[src/rtl/tsbs_pkg.sv]
// Shared types, command codes and the byte sequencing function of the scanline streamer.
package tsbs_pkg;

	localparam logic [7:0]  CMD_COLUMN_SET = 8'h2A;
	localparam logic [7:0]  CMD_ROW_SET    = 8'h2B;
	localparam logic [7:0]  CMD_MEM_WRITE  = 8'h2C;
	localparam logic [7:0]  PARAM_ZERO     = 8'h00;
	localparam logic [15:0] GREEN_MASK     = 16'h07E0;

	localparam int unsigned HEADER_BYTES = 11;
	localparam int unsigned IDX_W        = $clog2(HEADER_BYTES);

	localparam int unsigned QUEUE_DEPTH = 4;
	localparam int unsigned QPTR_W      = $clog2(QUEUE_DEPTH);
	localparam int unsigned QCNT_W      = $clog2(QUEUE_DEPTH + 1);

	localparam int unsigned CFG_IDX_W  = 3;
	localparam int unsigned CFG_DATA_W = 9;

	typedef logic [IDX_W-1:0] idx_t;

	typedef enum logic [CFG_IDX_W-1:0] {
		REG_PANEL_WIDTH   = 3'd0,
		REG_PANEL_HEIGHT  = 3'd1,
		REG_COLUMN_OFFSET = 3'd2,
		REG_ROW_OFFSET    = 3'd3,
		REG_SWAP_RED_BLUE = 3'd4
	} reg_idx_t;

	typedef enum logic {
		JOB_HEADER = 1'b0,
		JOB_PIXEL  = 1'b1
	} job_kind_t;

	// header: a = column start, b = column end, row = row address
	// pixel : a = high byte, b = low byte, done = last pixel of the span
	typedef struct packed {
		job_kind_t  kind;
		logic [7:0] a;
		logic [7:0] b;
		logic [7:0] row;
		logic       done;
	} job_t;

	typedef struct packed {
		logic [7:0] out_byte;
		logic       is_data;
		logic       last;
		logic       line_done;
	} beat_t;

	typedef struct packed {
		logic       push;
		job_t       job;
	} q_wr_t;

	typedef struct packed {
		logic       valid;
		job_t       job;
	} q_rd_t;

	function automatic beat_t beat_of(job_t j, idx_t i);
		beat_t b;
		b = '{out_byte: PARAM_ZERO, is_data: 1'b1, last: 1'b0, line_done: 1'b0};
		if (j.kind == JOB_PIXEL) begin
			if (i[0] == 1'b0) begin
				b.out_byte = j.a;
			end else begin
				b.out_byte  = j.b;
				b.last      = 1'b1;
				b.line_done = j.done;
			end
		end else begin
			case (i)
				idx_t'(0): begin
					b.out_byte = CMD_COLUMN_SET;
					b.is_data  = 1'b0;
				end
				idx_t'(2): b.out_byte = j.a;
				idx_t'(4): b.out_byte = j.b;
				idx_t'(5): begin
					b.out_byte = CMD_ROW_SET;
					b.is_data  = 1'b0;
				end
				idx_t'(7), idx_t'(9): b.out_byte = j.row;
				idx_t'(HEADER_BYTES - 1): begin
					b.out_byte = CMD_MEM_WRITE;
					b.is_data  = 1'b0;
					b.last     = 1'b1;
				end
				default: b.out_byte = PARAM_ZERO;
			endcase
		end
		return b;
	endfunction

endpackage

[src/rtl/tsbs_if.sv]
// Channel interfaces: scanline items in, panel bytes out, register writes.
interface tsbs_in_if;
	logic               valid;
	logic               ready;
	logic               mode;
	logic signed [15:0] line_index;
	logic signed [15:0] span_start;
	logic signed [15:0] span_end;
	logic        [15:0] pixel_color;

	modport source (output valid, mode, line_index, span_start, span_end, pixel_color,
		input ready);
	modport sink (input valid, mode, line_index, span_start, span_end, pixel_color,
		output ready);
endinterface

interface tsbs_out_if;
	logic       valid;
	logic       ready;
	logic [7:0] out_byte;
	logic       is_data;
	logic       last;
	logic       line_done;

	modport source (output valid, out_byte, is_data, last, line_done, input ready);
	modport sink (input valid, out_byte, is_data, last, line_done, output ready);
endinterface

interface tsbs_cfg_if;
	logic       valid;
	logic       ready;
	logic [2:0] index;
	logic [8:0] data;

	modport source (output valid, index, data, input ready);
	modport sink (input valid, index, data, output ready);
endinterface

[src/rtl/tft_scanline_byte_streamer_top.sv]
// Top level of the TFT scanline byte streamer.
//
//  channel    dir  handshake       carries
//  pix_in     in   valid / ready   mode, line_index, span_start, span_end, pixel_color
//  byte_out   out  valid / ready   out_byte, is_data, last, line_done
//  cfg        in   valid / ready   index, data (register write, always ready)
//
// One byte leaves per cycle while byte_out is ready: a valid header is 11 bytes,
// a pixel 2; the byte sequencer and its output register set this rate.
// Items are accepted while the 4-job queue has room; dropped items are accepted but not queued.
// A stalled byte_out holds its beat; the front keeps accepting until the queue fills.
// arst_n clears span state, queue and output valid, and loads register reset values.
module tft_scanline_byte_streamer_top (
	input  logic        clk,
	input  logic        arst_n,
	tsbs_in_if.sink     pix_in,
	tsbs_out_if.source  byte_out,
	tsbs_cfg_if.sink    cfg
);
	import tsbs_pkg::*;

	q_wr_t q_wr;
	q_rd_t q_rd;
	logic  q_full;
	logic  q_pop;

	tsbs_front u_front (
		.clk    (clk),
		.arst_n (arst_n),
		.pix_in (pix_in),
		.cfg    (cfg),
		.q_full (q_full),
		.q_wr   (q_wr)
	);

	tsbs_queue u_queue (
		.clk    (clk),
		.arst_n (arst_n),
		.q_wr   (q_wr),
		.full   (q_full),
		.pop    (q_pop),
		.q_rd   (q_rd)
	);

	tsbs_back u_back (
		.clk      (clk),
		.arst_n   (arst_n),
		.q_rd     (q_rd),
		.pop      (q_pop),
		.byte_out (byte_out)
	);

endmodule

[src/rtl/tsbs_front.sv]
// Front end: register file, header window checks, span counter and job build.
module tsbs_front (
	input  logic           clk,
	input  logic           arst_n,
	tsbs_in_if.sink        pix_in,
	tsbs_cfg_if.sink       cfg,
	input  logic           q_full,
	output tsbs_pkg::q_wr_t q_wr
);
	import tsbs_pkg::*;

	logic [8:0]  panel_width_q;
	logic [8:0]  panel_height_q;
	logic [7:0]  column_offset_q;
	logic [7:0]  row_offset_q;
	logic        swap_red_blue_q;
	logic [8:0]  pixels_left_q;
	logic        line_active_q;

	logic        accept;
	logic        y_ok, xs_ok, xe_ok, order_ok, hdr_ok, pix_live;
	logic [8:0]  span_len;
	logic [15:0] color;
	job_t        job;

	assign cfg.ready    = 1'b1;
	assign pix_in.ready = !q_full;
	assign accept       = pix_in.valid && pix_in.ready;

	always_comb begin
		y_ok     = !pix_in.line_index[15]
			&& (pix_in.line_index[14:0] < 15'(panel_height_q));
		xs_ok    = !pix_in.span_start[15]
			&& (pix_in.span_start[14:0] < 15'(panel_width_q));
		xe_ok    = !pix_in.span_end[15]
			&& (pix_in.span_end[14:0] < 15'(panel_width_q));
		order_ok = pix_in.span_start <= pix_in.span_end;
		hdr_ok   = y_ok && xs_ok && xe_ok && order_ok;
		// both ends are below the width here, so nine bits hold the count
		span_len = pix_in.span_end[8:0] - pix_in.span_start[8:0] + 9'd1;
		pix_live = line_active_q && (pixels_left_q != 9'd0);

		color = pix_in.pixel_color;
		if (swap_red_blue_q)
			color = {pix_in.pixel_color[4:0], 6'b0, pix_in.pixel_color[15:11]}
				| (pix_in.pixel_color & GREEN_MASK);

		job.kind = (pix_in.mode == 1'b0) ? JOB_HEADER : JOB_PIXEL;
		job.done = (pixels_left_q == 9'd1);
		job.row  = pix_in.line_index[7:0] + row_offset_q;
		if (pix_in.mode == 1'b0) begin
			job.a = pix_in.span_start[7:0] + column_offset_q;
			job.b = pix_in.span_end[7:0] + column_offset_q;
		end else begin
			job.a = color[15:8];
			job.b = color[7:0];
		end

		q_wr.job  = job;
		q_wr.push = accept && ((pix_in.mode == 1'b0) ? hdr_ok : pix_live);
	end

	always_ff @(posedge clk or negedge arst_n) begin
		if (!arst_n) begin
			panel_width_q   <= 9'd128;
			panel_height_q  <= 9'd160;
			column_offset_q <= '0;
			row_offset_q    <= '0;
			swap_red_blue_q <= 1'b0;
		end else if (cfg.valid) begin
			case (cfg.index)
				REG_PANEL_WIDTH:   panel_width_q   <= cfg.data;
				REG_PANEL_HEIGHT:  panel_height_q  <= cfg.data;
				REG_COLUMN_OFFSET: column_offset_q <= cfg.data[7:0];
				REG_ROW_OFFSET:    row_offset_q    <= cfg.data[7:0];
				REG_SWAP_RED_BLUE: swap_red_blue_q <= cfg.data[0];
				default: ;
			endcase
		end
	end

	always_ff @(posedge clk or negedge arst_n) begin
		if (!arst_n) begin
			pixels_left_q <= '0;
			line_active_q <= 1'b0;
		end else if (accept) begin
			if (pix_in.mode == 1'b0) begin
				// any header abandons the running span
				line_active_q <= hdr_ok;
				pixels_left_q <= hdr_ok ? span_len : 9'd0;
			end else if (!pix_live) begin
				line_active_q <= 1'b0;
				pixels_left_q <= '0;
			end else begin
				pixels_left_q <= pixels_left_q - 9'd1;
				if (pixels_left_q == 9'd1)
					line_active_q <= 1'b0;
			end
		end
	end

endmodule

[src/rtl/tsbs_queue.sv]
// Small job FIFO between the front end and the byte sequencer.
module tsbs_queue (
	input  logic            clk,
	input  logic            arst_n,
	input  tsbs_pkg::q_wr_t q_wr,
	output logic            full,
	input  logic            pop,
	output tsbs_pkg::q_rd_t q_rd
);
	import tsbs_pkg::*;

	job_t              mem_q [QUEUE_DEPTH];
	logic [QPTR_W-1:0] wr_ptr_q;
	logic [QPTR_W-1:0] rd_ptr_q;
	logic [QCNT_W-1:0] count_q;
	logic              do_pop;

	assign full       = (count_q == QCNT_W'(QUEUE_DEPTH));
	assign q_rd.valid = (count_q != '0);
	assign q_rd.job   = mem_q[rd_ptr_q];
	assign do_pop     = pop && q_rd.valid;

	always_ff @(posedge clk) begin
		if (q_wr.push)
			mem_q[wr_ptr_q] <= q_wr.job;
	end

	always_ff @(posedge clk or negedge arst_n) begin
		if (!arst_n) begin
			wr_ptr_q <= '0;
			rd_ptr_q <= '0;
			count_q  <= '0;
		end else begin
			if (q_wr.push)
				wr_ptr_q <= wr_ptr_q + QPTR_W'(1);
			if (do_pop)
				rd_ptr_q <= rd_ptr_q + QPTR_W'(1);
			if (q_wr.push && !do_pop)
				count_q <= count_q + QCNT_W'(1);
			else if (!q_wr.push && do_pop)
				count_q <= count_q - QCNT_W'(1);
		end
	end

endmodule

[src/rtl/tsbs_back.sv]
// Back end: walks each job byte by byte into the output register.
module tsbs_back (
	input  logic            clk,
	input  logic            arst_n,
	input  tsbs_pkg::q_rd_t q_rd,
	output logic            pop,
	tsbs_out_if.source      byte_out
);
	import tsbs_pkg::*;

	job_t  job_q;
	idx_t  idx_q;
	logic  busy_q;
	logic  out_valid_q;
	beat_t out_beat_q;
	beat_t beat;
	logic  advance;

	always_comb begin
		beat    = beat_of(job_q, idx_q);
		advance = busy_q && (!out_valid_q || byte_out.ready);
		// next job is taken in the cycle the current one moves its final beat to the output register
		pop     = q_rd.valid && (!busy_q || (advance && beat.last));
	end

	always_ff @(posedge clk) begin
		if (pop)
			job_q <= q_rd.job;
		if (advance)
			out_beat_q <= beat;
	end

	always_ff @(posedge clk or negedge arst_n) begin
		if (!arst_n) begin
			busy_q      <= 1'b0;
			idx_q       <= '0;
			out_valid_q <= 1'b0;
		end else begin
			if (pop) begin
				busy_q <= 1'b1;
				idx_q  <= '0;
			end else if (advance && beat.last) begin
				busy_q <= 1'b0;
			end else if (advance) begin
				idx_q <= idx_q + idx_t'(1);
			end

			if (advance)
				out_valid_q <= 1'b1;
			else if (byte_out.ready)
				out_valid_q <= 1'b0;
		end
	end

	assign byte_out.valid     = out_valid_q;
	assign byte_out.out_byte  = out_beat_q.out_byte;
	assign byte_out.is_data   = out_beat_q.is_data;
	assign byte_out.last      = out_beat_q.last;
	assign byte_out.line_done = out_beat_q.line_done;

endmodule

[src/flat_wrapper.sv]
// flat-port wrapper written by rule: the top's interface ports become plain ports
module tft_scanline_byte_streamer_top_flat import tsbs_pkg::*;
  (clk, arst_n, pix_in_valid, pix_in_mode, pix_in_line_index, pix_in_span_start, pix_in_span_end, pix_in_pixel_color, pix_in_ready, byte_out_valid, byte_out_out_byte, byte_out_is_data, byte_out_last, byte_out_line_done, byte_out_ready, cfg_valid, cfg_index, cfg_data, cfg_ready);
  tsbs_in_if pix_in_i ();
  tsbs_out_if byte_out_i ();
  tsbs_cfg_if cfg_i ();
  input  logic clk;
  input  logic arst_n;
  input wire logic [$bits(pix_in_i.valid)-1:0] pix_in_valid;
  input wire logic [$bits(pix_in_i.mode)-1:0] pix_in_mode;
  input wire logic [$bits(pix_in_i.line_index)-1:0] pix_in_line_index;
  input wire logic [$bits(pix_in_i.span_start)-1:0] pix_in_span_start;
  input wire logic [$bits(pix_in_i.span_end)-1:0] pix_in_span_end;
  input wire logic [$bits(pix_in_i.pixel_color)-1:0] pix_in_pixel_color;
  output wire logic [$bits(pix_in_i.ready)-1:0] pix_in_ready;
  output wire logic [$bits(byte_out_i.valid)-1:0] byte_out_valid;
  output wire logic [$bits(byte_out_i.out_byte)-1:0] byte_out_out_byte;
  output wire logic [$bits(byte_out_i.is_data)-1:0] byte_out_is_data;
  output wire logic [$bits(byte_out_i.last)-1:0] byte_out_last;
  output wire logic [$bits(byte_out_i.line_done)-1:0] byte_out_line_done;
  input wire logic [$bits(byte_out_i.ready)-1:0] byte_out_ready;
  input wire logic [$bits(cfg_i.valid)-1:0] cfg_valid;
  input wire logic [$bits(cfg_i.index)-1:0] cfg_index;
  input wire logic [$bits(cfg_i.data)-1:0] cfg_data;
  output wire logic [$bits(cfg_i.ready)-1:0] cfg_ready;
  assign pix_in_i.valid = pix_in_valid;
  assign pix_in_i.mode = pix_in_mode;
  assign pix_in_i.line_index = pix_in_line_index;
  assign pix_in_i.span_start = pix_in_span_start;
  assign pix_in_i.span_end = pix_in_span_end;
  assign pix_in_i.pixel_color = pix_in_pixel_color;
  assign pix_in_ready = pix_in_i.ready;
  assign byte_out_valid = byte_out_i.valid;
  assign byte_out_out_byte = byte_out_i.out_byte;
  assign byte_out_is_data = byte_out_i.is_data;
  assign byte_out_last = byte_out_i.last;
  assign byte_out_line_done = byte_out_i.line_done;
  assign byte_out_i.ready = byte_out_ready;
  assign cfg_i.valid = cfg_valid;
  assign cfg_i.index = cfg_index;
  assign cfg_i.data = cfg_data;
  assign cfg_ready = cfg_i.ready;
  tft_scanline_byte_streamer_top u_core (.clk(clk), .arst_n(arst_n), .pix_in(pix_in_i), .byte_out(byte_out_i), .cfg(cfg_i));
endmodule
[config.mk]
export PLATFORM = sky130hd
export DESIGN_NAME = tft_scanline_byte_streamer_top_flat
export DESIGN_NICKNAME = d
export VERILOG_FILES = /design/src/rtl/tsbs_pkg.sv /design/src/rtl/tsbs_if.sv /design/src/rtl/tft_scanline_byte_streamer_top.sv /design/src/rtl/tsbs_front.sv /design/src/rtl/tsbs_queue.sv /design/src/rtl/tsbs_back.sv /design/src/flat_wrapper.sv
export SDC_FILE = /design/constraint.sdc
export NUM_CORES = 1
export LEC_CHECK = 0
export ABC_AREA = 1
export BUFFER_PORTS_ARGS = -buffer_cell sky130_fd_sc_hd__buf_4
export CORE_ASPECT_RATIO = 0.5
export CORE_MARGIN = 2
export CORE_UTILIZATION = 35
export CTS_CLUSTER_SIZE = 14
export DETAILED_ROUTE_END_ITERATION = 6
export PLACE_DENSITY = 0.53
export RECOVER_POWER = 25
export SYNTH_ARGS = -nofsm -noshare
export SYNTH_HDL_FRONTEND = slang
export SYNTH_SLANG_ARGS = --single-unit
export TNS_END_PERCENT = 10
[constraint.sdc]
create_clock -name clk -period 3.46 [get_ports clk]
set_input_delay 0.173 -clock clk [delete_from_list [all_inputs] [get_ports clk]]
set_output_delay 0.173 -clock clk [all_outputs]
set_load 0.03 [all_outputs]
# Word-level counts from Yosys, hierarchy flattened
# Memories as Yosys holds them, arrays and structs flattened. A register that Yosys moved wholly into a read port is not among the register bits.
# Index checks and enable logic that the tools add are counted.
# totals
regBits,69
latchBits,0
ram_bits,104
mem_bits_ro,0
in_bits,82
out_inout_bits,14
wordCells,119
mem_count,1
# memory_table
memory,depth,width,read_ports,rd_ports_with_merged_regs,wr,line,source
u_core.u_queue.mem_q,4,26,1,1,1,tsbs_queue.sv:12,job_t mem_q [QUEUE_DEPTH];
# op_classes
add_sub_neg,11
mul,0
n_div,0
n_lt_le_gt_ge,4
n_eq_ne,14
n_shift,0
mux,28
n_bitwise,1
n_reduce_logical,43
# op_table
cell,count
$pmux 8 s6,1
$lt 15x9->1,3
$mux 16,2
$mux 9,3
$add 8x8->8,3
$le 16x16->1,1
$mux 8,2
$or 16x11->16,1
$reduce_and 2->1,8
$logic_and 1x1->1,15
$mux 1,14
$eq 4x3->1 const B,3
$mux 4,3
$add 9x1->9 const B,1
$eq 9x1->1 const B,1
$reduce_bool 9->1,1
$sub 9x1->9 const B,1
$sub 9x9->9,1
$eq 4x4->1 const B,2
$logic_not 1->1,8
$reduce_bool 2->1,4
$eq 3x2->1 const B,2
$eq 3x3->1 const B,2
$mux 3,2
15 further kinds,17

# Depth between registers and ports, before layout
# Gate-level depths: netlist (run 1).
# logic_depth
word_depth,11
depth_mapped,22
ltp_nobuf,22

# By module
# A second synthesis (run 1) with hierarchy kept.
# unflattened
cells_unflattened,1191
area_unflattened_um2,11209.5
# by_module_without_submodules
mod,instances,cells_per_inst,area_per_inst_um2,seq_area_each_um2
tsbs_front,1,670,4662.0,1129.8
tsbs_queue,1,358,4652.0,3298.2
tsbs_back,1,163,1895.6,1261.2

# Worst setup path after synthesis (run 1)
# Ideal clock, no wire load.
# synth_timing
kind,flip-flop to flip-flop
from,reg u_core.u_back.idx_q[0]
to,reg u_core.u_queue.count_q[1]
setup_time_ns,0.125
t_arrival_ns,2.553
required_ns,3.335
path_slack_ns,0.782
stages_incl_launch_ff,14
path_buffers,2
synth_period_minus_slack_ns,2.678
path_cell_list,dfrtp_1 buf_2 inv_1 clkbuf_1 ha_1 nand3_1 o21ai_2 nand2_1 nand2_2 nand2_2 ha_1 inv_1 fa_1 mux2_2
# synth_lines
item,line,source
from (decl),tsbs_back.sv:12,idx_t idx_q;
from (signal assigned),tsbs_back.sv:45,idx_q <= idx_q + idx_t'(1);
to (signal assigned),tsbs_queue.sv:39,count_q <= count_q + QCNT_W'(1);
to (signal assigned),tsbs_queue.sv:41,count_q <= count_q - QCNT_W'(1);
to (decl),tsbs_queue.sv:15,logic [QCNT_W-1:0] count_q;

==> results.md, run 1 <==
- Outcome: complete, but fails checks
- Failing checks: capacitance limit, slew limit
- P_sw: a little over 3000 µW
- Worst setup EP type: register
- Core box area: approximately 0.030 mm²
- PortBufs: 94
- Vias: 7,791
- Layout cells sized above 1: between 10% and 20%
- Final period util: a little over four fifths
- # diodes: 0
- Cell Rows: 45
- Top cell type's share of synthesized area: between 30% and 40%
- Layout net count: 1,375
- Critical path's slowest cell: dfstp_2
- Post-route ant nets: 0
- Mean number of vias per cell: roughly 4.8
- Sw Share: approximately 37%
- Die width: 251 µm
- Yosys warning total: 0
- Max FO, Critical Path: 10
- CTS tree: yes
- Largest net degree at the start of global routing: between 50 and 60
- # resized after CTS: 0
- Starting Density: a little over a third
- Post-synthesis async set-or-reset flop share: between 20% and 30%
- Most frequent cell after synthesis: nand2_1
- Grt total ovfl: 0
- Hold slack: 0.0272 ns
- Critical path type: register to register
- RSZ-0062 raised after global routing: no
- Worst-Margin Slew: 1.61 ns
- Final setup viols: 0
- Avg Inst Size Synth: roughly 9.7 µm²
- Root Buffer: clkbuf_16
- GRT Resource Usage Total: 17.1%
- # Post-CTS Setup Buffers: 0
- First-pass GRT wire length: approximately 42,000 µm
- Pins Over Slew Limit: between 50 and 60
- Clk_lat worst skew: 0.45 ns
- Unique masters post-synth: 45
- Clk slew on worst S/H paths: ~0.070 ns
- Area growth, synth to finish: 16.4%
- Synth Cell Area: 0.0107 mm²
- CTS Hold Bufs: 2
- Worst EP required: 3.79 ns
- Area contributors post-synth: edfxtp_1, dfrtp_1, ha_1
- Critical path launch point type: register
- Sequential cell area fraction in the yosys report: 53.2%
- Tmin final: 2.90 ns
- Setup Skew: between 0.01 and 0.015 ns
- Most used DFF post-synth: edfxtp_1
- Worst slew margin: -7.22%
- CP Cell Sequence: inv_1 -> ha_1 -> nand2_1 -> a21oi_1 -> nor2_1 -> nand2_1 -> nand2_1 -> nand3_2 -> nor2_8 -> nand2_4 -> nand2_4 -> nand2_4 -> inv_1 -> ha_1 -> inv_1 -> fa_1 -> a21oi_1 -> o21ai_0 -> xnor2_1
- Synth Instances: 1,103
- Flops & latches, synth: approximately 200
- Final hold violation count: 0
- Vias in the first global route: roughly 7,600
- Commonest cells in the netlist: nand2_1, edfxtp_1, inv_1
- Post-route DRC: 0
- CTS Buf Count: 17
- Post-synth top area cell: edfxtp_1
- DIE HEIGHT: between 100 and 150 µm
- Top Ports: between 90 and 100
- CTS max path bufs: 2
- Net count after synthesis: between 1,000 and 1,500
- Initial antenna violation count: 0
- Max Cap Viol: 1
- CP Data Arrival Time: between 3 and 4 ns
- Critical Path Max Stage Delay: about 0.53 ns
- Setup TNS: 0 ns
- Clock H-tree levels: 4
- Sink Count: a little under 200
- Final WL: 26,000 µm
- Comb power frac: 34.4%
- Placer Congestion: roughly 0.81
- Pleak: between 0.005 and 0.006 µW
- Flop pwr share: 41.7%
- Clock power share: 23.9%
- Peak VDD IR: 0.382 mV
- Post-synth EDFFs: approximately 140
- Pwr dens: about 660 mW/mm²
- Total die area: around 0.032 mm²
- Worst min path class: input pin to register
- Cell Int Power: 5150 µW
- F_max: between 300 and 400 MHz
- Drt pass-1 iters: 5
- Initial drt markers: ~500
- Wire length per cell: approximately 16 µm
- DP HPWL: ~19,000 µm
-- per-layer routing --
metal	vias to the layer above	track usage (%)	share of wire [%]
met4	0	5.18	1.3
met5	-	0	0
met2	115	28.5	47
li1	3941	-	-
met1	3713	23.0	49
met3	22	2.82	2.8
-- cell type report --
type                       count  area (µm²)
fill                        2966       17700
sequential                   199        5690
multi-input combinational    730        4350
timing repair buffer         110         817
inverter                     143         537
tap                          399         499
clock buffer                  17         425
clock inverter                14         143
-- per-stage QoR --
| step | std cells | cell area (µm²) | worst slack, ns | total power [µW] | utilization (%) |
|---|---|---|---|---|---|
| final | 1612 | 12500 | 0.557 | 8190 | 41.3 |
| after global routing | 1612 | 12500 | 0.241 | 8770 | 41.3 |
| after CTS | 1612 | 12500 | 0.532 | 8270 | 41.3 |
| after detailed placement | 1579 | 11900 | 0.504 | 6300 | 39.4 |
| after global placement | 1579 | 11900 | 0.511 | 6230 | 39.4 |
| after floorplan | 1103 | 10700 | 0.782 | 5340 | - |
-- state kept, by name, summed over array words and instances, names as in the netlist --
name                              count
u_core.u_queue.mem_q                104
u_core.u_back.job_q                  26
u_core.u_front.panel_height_q         9
u_core.u_front.panel_width_q          9
u_core.u_front.pixels_left_q          9
u_core.u_back.byte_out.out_byte       8
u_core.u_front.column_offset_q        8
u_core.u_front.row_offset_q           8
u_core.u_back.idx_q                   4
u_core.u_queue.count_q                3
u_core.u_queue.rd_ptr_q               2
u_core.u_queue.wr_ptr_q               2
u_core.u_back.busy_q                  1
u_core.u_back.byte_out.is_data        1
u_core.u_back.byte_out.last           1
u_core.u_back.byte_out.line_done      1
u_core.u_back.byte_out.valid          1
u_core.u_front.line_active_q          1
u_core.u_front.swap_red_blue_q        1
-- worst max-delay path, delay by kind of cell (launching register included) --
kind,cells,cell delay [ns]
and+or+nand+nor,9,0.85
DFF,1,0.53
AOI/OAI and AO/OA,3,0.30
buffers and inverters,3,0.17
xor gates and xnor gates,1,0.15
adders and majority gates,3,0.76
-- power by group through the flow --
stage | clock [µW] | combinational, µW | sequential, µW
6_report | 1960 | 2810 | 3420
5_1_grt | 2100 | 3200 | 3470
4_1_cts | 2000 | 2850 | 3420
3_5_place_dp | 0 | 2830 | 3470
3_3_place_gp | 0 | 2760 | 3470
2_1_floorplan | 0 | 1870 | 3470
-- layout by cell type, fill, tap and decap left out, drive strengths merged --
| cell | count |
|---|---|
| conb | 1 |
| o21a | 1 |
| clkbuf | 22 |
| bufinv | 1 |
| fa | 6 |
| or2 | 1 |
| xor2 | 22 |
| a22oi | 7 |
| dfrtp | 55 |
| dlygate4sd3 | 2 |
| clkinvlp | 1 |
| nand2 | 172 |
| buf | 103 |
| edfxtp | 141 |
| a21o | 4 |
| dfstp | 3 |
| o31ai | 1 |
| nand4 | 6 |
| o2bb2ai | 1 |
| a31oi | 2 |
| mux2 | 1 |
| xnor2 | 7 |
| a21oi | 49 |
| clkinv | 8 |
| o211ai | 4 |
| inv | 147 |
| a221oi | 3 |
| ha | 86 |
| nor2 | 134 |
| nand3 | 46 |
| o22ai | 36 |
| nand3b | 3 |
| nor3 | 4 |
| o21ai | 132 |
| a22o | 1 |
-- kinds of logic after synthesis --
kind of cell               synth area share, %
AOI/OAI and AO/OA                         12.5
xor gates and xnor gates                  2.37
adders and majority gates                 11.2
buffers and inverters                     6.23
DFF                                       53.2
muxes                                    0.105
other                                   0.0350
and+or+nand+nor                           14.4
-- path summary, 6_finish.rpt --
path	from	to	slack [ns]	depth (start not counted)
min	cfg_data[8]	u_core.u_front.panel_width_q[8]	0.03	3
min reg2reg	u_core.u_front.panel_width_q[2]	u_core.u_front.panel_width_q[2]	0.49	2
max in group asynchronous	arst_n	u_core.u_front.pixels_left_q[1]	1.83	2
min in group asynchronous	arst_n	u_core.u_back.byte_out.valid	0.64	2
max reg2reg	u_core.u_front.panel_height_q[5]	u_core.u_queue.count_q[2]	0.56	19
max	u_core.u_front.panel_height_q[5]	u_core.u_queue.count_q[2]	0.56	19
(Power assumes the default switching activity.)
==> inputs of run 2 (changes only) <==
Settings changed: ABC_AREA 1 to 0.
Clock period 3.46 ns to 2.85 ns, I/O delays scaled along.
==> run 2 against run 1 <==
- the run ends with capacitance limit, slew limit, setup timing left
- wire length shrank 6.3%
- register-to-register slack worse by 0.57 ns
- sequential power up 11%
- maximum frequency up 1.3%
- clock-buffer cell count grew 2
- total power up 8.3%
- critical endpoint unchanged
- largest cell class unchanged
==> results.md, run 2 <==
- Most used DFF post-synth: edfxtp_1
- CP Data Arrival Time: approximately 3.2 ns
- Worst path bufs/invs: 2
- Final setup viols: 1
- Post-route ant nets: 0
- Pleak: 0.00502 µW
- Yosys warning total: 0
- Biggest register: u_core.u_queue.mem_q
- Critical path launch point type: register
- Outcome: complete, but fails checks
- Failing checks: capacitance limit, slew limit, setup timing
- Hold slack: 0.0338 ns
- Most frequent cell after synthesis: edfxtp_1
- Post-route DRC: 0
- PortBufs: 94
- Placed cell count: 1,311
- Final WL: 24,400 µm
- Drt pass-1 iters: 5
- Setup Skew: approximately 0.026 ns
- Commonest non-fill, non-tap cell in the layout: edfxtp_1
- Total die area: between 0.03 and 0.04 mm²
- Worst EP required: 3.21 ns
- GRT Resource Usage Total: roughly 16%
- CTS max path bufs: 2
- Area contributors post-synth: edfxtp_1, dfrtp_1, ha_1
- Most frequent cells in the layout: edfxtp_1, buf_4, ha_1
- Synth Cell Area: approximately 0.010 mm²
- Initial drt markers: between 300 and 400
- Largest net degree at the start of global routing: between 50 and 60
- Peak VDD IR: 0.450 mV
- Wire length per cell: 18.0 µm
- Biggest regs: u_core.u_queue.mem_q (104), u_core.u_back.job_q (26)
- Die width: 248 µm
- CP Cell Sequence: inv_2 -> ha_4 -> a21o_1 -> a221o_1 -> a31oi_1 -> nand3b_4 -> a31oi_4 -> nor2_2 -> ha_2 -> inv_2 -> fa_2 -> xor2_1 -> nor2_1 -> xor2_1
- Sink Count: 199
- Starting Density: between 30% and 40%
- Clk_lat worst skew: ~0.44 ns
- CP delay by family, top: adder cells
- Layout cells sized above 1: 24.5%
- Vias: 6,790
- Tmin final: ~2.9 ns
- Non-filler cells, final: ~1,400
- Pins Over Slew Limit: 59
- Net count after synthesis: ~990
- Layout net count: between 1,000 and 1,500
- Initial antenna violation count: 0
- Critical Path Max Stage Delay: between 0.5 and 0.6 ns
- # diodes: 0
- Post-synth EDFFs: about 140
- Layout fillers: approximately 2,700
- Worst slew margin: -11.1%
- DIE HEIGHT: between 100 and 150 µm
- Top Ports: 96
- Critical path type: register to register
- Final period util: 101%
- Cell Rows: 44
- CTS Buf Count: 17
- Placer Congestion: roughly 0.83
- Critical path's slowest cell: dfstp_2
- Grt total ovfl: 0
- Final worst slack: -0.0151 ns
- Area growth, synth to finish: 20.1%
- Vias in the first global route: ~7,000
- Flops & latches, synth: 199
- Commonest cells in the netlist: edfxtp_1, ha_1, inv_1
- Unique masters post-synth: between 70 and 80
- F_max: ~350 MHz
- Max FO, Critical Path: 2
- Worst min path class: input pin to register
- CTS tree: yes
- RSZ-0062 raised after global routing: yes
- Post-synthesis async set-or-reset flop share: 29.1%
- Core box area: about 0.03 mm²
- Max Cap Viol: 1
- Worst-Margin Slew: 1.67 ns
- Pwr dens: a little over 700 mW/mm²
- DP HPWL: roughly 18,000 µm
- Root Buffer: clkbuf_16
- Post-synth top area cell: edfxtp_1
- Mean number of vias per cell: ~5.0
- Max reg flops: about 100
- First-pass GRT wire length: between 30,000 and 40,000 µm
- Synth Instances: 814
- Final hold violation count: 0
- Sequential cell area fraction in the yosys report: a little over half
- Clock H-tree levels: 4
- Clk slew on worst S/H paths: 0.08 ns
- Worst setup EP type: register
- Top cell type's share of synthesized area: between 40% and 50%
- Avg Inst Size Synth: 12.8 µm²
==> run 2: changes by cell type in the layout (fill, tap and decap cells not counted), sizes merged, moves of 9 or more <==
cell / delta
o21ai: -75
nand3: -36
nand2: -110
mux4: +26
nor2b: +13
mux2i: +11
buf: +18
xor2: -9
a21oi: -10
nor2: -96
o22ai: -35
xnor2: +9
mux2: +20
inv: -71
==> run 2: cells by family after synthesis <==
group / synth area share [%]
flops: 54.5
compound gates: 10.2
simple gates: 9.06
xor+xnor: 2.43
other cells: 0.0359
buf+inv: 3.39
mux: 8.93
fa+ha+maj: 11.5
==> run 2: through the flow <==
step	setup WS [ns]	instance area [µm²]	power, µW	setup TNS (ns)	utilization, %
detailed placement	-0.149	11900	6630	-0.168	40.7
global placement	-0.0963	11900	6570	-0.0963	40.7
finish	-0.0151	12500	8870	-0.0151	43.0
floorplan	-0.0282	10500	5730	-0.0282	-
global route	-0.148	12500	9410	-0.212	43.0
CTS	0.00421	12600	8980	0	43.0
==> run 2: what timing repair did <==
action | CTS | global route
endpoints found under the hold margin | 84 | 0
buffers inserted | 1 | 1
hold buffers | 10 | 0
setup endpoints to repair | 1 | 5
pin swaps | 6 | 8
gates resized for setup | 0 | 6
==> run 2: area by class of cell <==
cell class	count	area [µm²]	share of cell area (%)
sequential	199	5690	45.4
timing repair buffer	138	1090	8.66
multi-input combinational	525	4450	35.5
tap	391	489	3.90
inverter	70	263	2.09
clock buffer	19	433	3.45
clock inverter	13	135	1.08
==> run 2: final timing paths <==
check / startpoint / cells after the start / slack [ns] / to
max: u_core.u_front.panel_height_q[5] / 14 / -0.02 / u_core.u_queue.count_q[2]
min: cfg_data[0] / 2 / 0.03 / u_core.u_front.column_offset_q[0]
max reg2reg: u_core.u_front.panel_height_q[5] / 14 / -0.02 / u_core.u_queue.count_q[2]
min reg2reg: u_core.u_front.line_active_q / 2 / 0.49 / u_core.u_front.line_active_q
max in group asynchronous: arst_n / 2 / 1.17 / u_core.u_front.column_offset_q[6]
min in group asynchronous: arst_n / 2 / 0.67 / u_core.u_front.line_active_q
==> run 2: report_power, final <==
part	switching (µW)	leakage, µW	internal (µW)
Sequential	173	0.00200	3610
Combinational	1550	0.00274	1210
Clock	1160	0.000279	1170
Total	2880	0.00502	5990
==> run 2: metal layers <==
metal / share of wire (%) / GRT usage (%) / vias to the layer above
li1: - / - / 3297
met1: 47 / 21.9 / 3349
met2: 48 / 27.0 / 123
met3: 3.5 / 3.35 / 21
met4: 1.4 / 3.78 / 0
met5: 0 / 0 / -
==> run 2: worst register-to-register path, cell delays in order, from the launching register on <==
cell and delay (ns):
dfstp_2 0.53, inv_2 0.04, ha_4 0.22, a21o_1 0.15, a221o_1 0.30, a31oi_1 0.16
nand3b_4 0.18, a31oi_4 0.10, nor2_2 0.13, ha_2 0.19, inv_2 0.04, fa_2 0.33
xor2_1 0.14, nor2_1 0.13, xor2_1 0.14
==> inputs of run 3 (changes only) <==
Settings changed: ABC_AREA 0 to 1, CORE_MARGIN 2 to default, SKIP_CTS_REPAIR_TIMING from default to 1.
==> run 3 against run 2 <==
- the run ends with capacitance limit, slew limit left
- utilization down 0.13 points
- cell count up 19%
- via count up 14%
==> results.md, run 3 (same netlist as run 1, synthesis figures left out) <==
- GRT Resource Usage Total: between 10% and 20%
- WHS Endpoint: u_core.u_front.panel_height_q[8]
- Sink Count: slightly below 200
- FF-to-FF Start: u_core.u_front.panel_height_q[5]
- Largest net degree at the start of global routing: ~60
- Final hold violation count: 0
- Grt total ovfl: 0
- Tmin final: 2.68 ns
- Vias in the first global route: 7,618
- Max reg flops: between 100 and 150
- P_sw: between 3000 and 4000 µW
- CTS Buf Count: 17
- Comb power frac: roughly a third
- Pins Over Slew Limit: roughly 60
- Worst EP required: 3.19 ns
- Hold slack: between 0.003 and 0.004 ns
- Outcome: complete, but fails checks
- Biggest regs: u_core.u_queue.mem_q (104), u_core.u_back.job_q (26)
- Critical Path Max Stage Delay: approximately 0.54 ns
- Most used cell, CP: nand2_4
- Placer Congestion: about 0.86
- F_max: about 370 MHz
- PortBufs: 94
- Critical path launch point type: register
- Pwr dens: approximately 790 mW/mm²
- Commonest non-fill, non-tap cell in the layout: nand2_1
- Wire length per cell: about 16 µm
- DP HPWL: ~19,000 µm
- Total die area: roughly 0.031 mm²
- CP Cell Sequence: inv_2 -> ha_4 -> nand2_2 -> a21oi_2 -> nor2_1 -> nand2_1 -> nand2_1 -> nand3_2 -> nor2_8 -> nand2_4 -> nand2_4 -> nand2_4 -> inv_4 -> ha_4 -> inv_4 -> fa_2 -> a21oi_2 -> o21ai_2 -> xnor2_1
- CP Data Arrival Time: 3.01 ns
- Final period util: between 90 and 100%
- Flop pwr share: 41.2%
- Post-route DRC: 0
- Top Ports: 96
- Worst setup EP type: register
- RR Endpoint: u_core.u_queue.count_q[2]
- Worst slew margin: -9.48%
- Clock power share: about a quarter
- Reg2Reg Depth: 19
- First-pass GRT wire length: just over 40,000 µm
- Core box area: slightly below 0.03 mm²
- Pleak: about 0.0055 µW
- CTS max path bufs: 2
- Worst-Margin Slew: around 1.6 ns
- Clk slew on worst S/H paths: 0.08 ns
- Final WL: roughly 26,000 µm
- Setup slack, reg-to-reg: between 0.15 and 0.2 ns
- Peak VDD IR: 0.492 mV
- Failing checks: capacitance limit, slew limit
- Post-route ant nets: 0
- CTS tree: yes
- Critical path's slowest cell: dfstp_2
- Layout net count: about 1,400
- Drt pass-1 iters: 5
- Finished Cell Area: approximately 0.013 mm²
- Most frequent cells in the layout: nand2_1, edfxtp_1, inv_1
- Max Cap Viol: 1
- Vias: 7,747
- Area growth, synth to finish: 18.2%
- Hold Path Origin: cfg_data[8]
- Setup TNS: 0 ns
- Cell Int Power: 6290 µW
- Sw Share: between 30% and 40%
- Cell Rows: 44
- # diodes: 0
- Layout cells sized above 1: about 15%
- Max FO, Critical Path: 3
- DP Area: ~0.012 mm²
- DIE HEIGHT: 126 µm
- Biggest register: u_core.u_queue.mem_q
- Worst min path class: input pin to register
- Mean number of vias per cell: ~4.8
- Final setup viols: 0
- Setup Skew: between 0.015 and 0.02 ns
- Die width: roughly 250 µm
- Initial drt markers: 450
- Cells on Worst Hold Path: 3
- Critical path type: register to register
- Root Buffer: clkbuf_16
- Clk_lat worst skew: ~0.45 ns
- Starting Density: ~36%
- Initial antenna violation count: 0
- Clock H-tree levels: 4
[run 3: changes by cell type in the layout (fill, tap and decap cells not counted), moves of 20 or more]
cell     before  now
mux2_2       21    1
o21ai_0      52  129
nor2_1       33  128
mux4_2       26    0
nand3_1      10   43
inv_1        68  135
o22ai_1       1   36
nand2_1      62  166
[run 3: stage by stage]
step,utilization [%],setup WS [ns],instances,total power [µW]
6_report,42.9,0.173,1614,10000
2_1_floorplan,-,0.172,1103,6480
3_5_place_dp,40.7,0.0656,1579,7710
5_1_grt,42.9,-0.0161,1614,10700
3_3_place_gp,40.7,0.0524,1579,7630
4_1_cts,42.6,0.105,1611,10100
[run 3: worst max-delay path, delay by kind of cell (launching register included)]
family,cells,cell delay (ns)
AOI/OAI and AO/OA,3,0.25
xor gates and xnor gates,1,0.12
adders and majority gates,3,0.72
buffers and inverters,3,0.13
DFF,1,0.54
and+or+nand+nor,9,0.78
[run 3: power groups by stage]
stage	combinational, µW	sequential, µW	clock (µW)
global placement	3440	4190	0
detailed placement	3510	4200	0
floorplan	2270	4210	0
CTS	3520	4140	2420
finish	3520	4130	2370
global route	4000	4190	2540
[run 3: cell type report]
type	instances	area, µm²
well taps	391	489
multi-input cells	730	4390
fillers	2833	16900
inverters	143	542
clock buffers	18	429
clock inverters	14	145
repair buffers	119	960
flip-flops and latches	199	5690
[run 3: worst max-delay path by stage]
| stage | from | endpoint | slack, ns | depth (start not counted) |
|---|---|---|---|---|
| after floorplan | u_core.u_back.idx_q[0] | u_core.u_queue.count_q[1] | 0.17 | 13 |
| after global placement | pix_in_span_end[0] | u_core.u_queue.count_q[2] | 0.05 | 22 |
| after detailed placement | pix_in_span_start[0] | u_core.u_queue.count_q[2] | 0.07 | 23 |
| after CTS | u_core.u_front.panel_height_q[5] | u_core.u_queue.count_q[2] | 0.11 | 19 |
| after global routing | u_core.u_front.panel_width_q[6] | u_core.u_queue.count_q[2] | -0.02 | 18 |
| final | u_core.u_front.panel_height_q[5] | u_core.u_queue.count_q[2] | 0.17 | 19 |
[run 3: layer usage]
| layer | part of all wire [%] | vias up | track usage (%) |
|---|---|---|---|
| met5 | 0 | - | 0 |
| met4 | 1.6 | 0 | 5.48 |
| met3 | 3.6 | 24 | 3.06 |
| met2 | 46 | 136 | 28.0 |
| met1 | 49 | 3627 | 23.4 |
| li1 | - | 3960 | - |
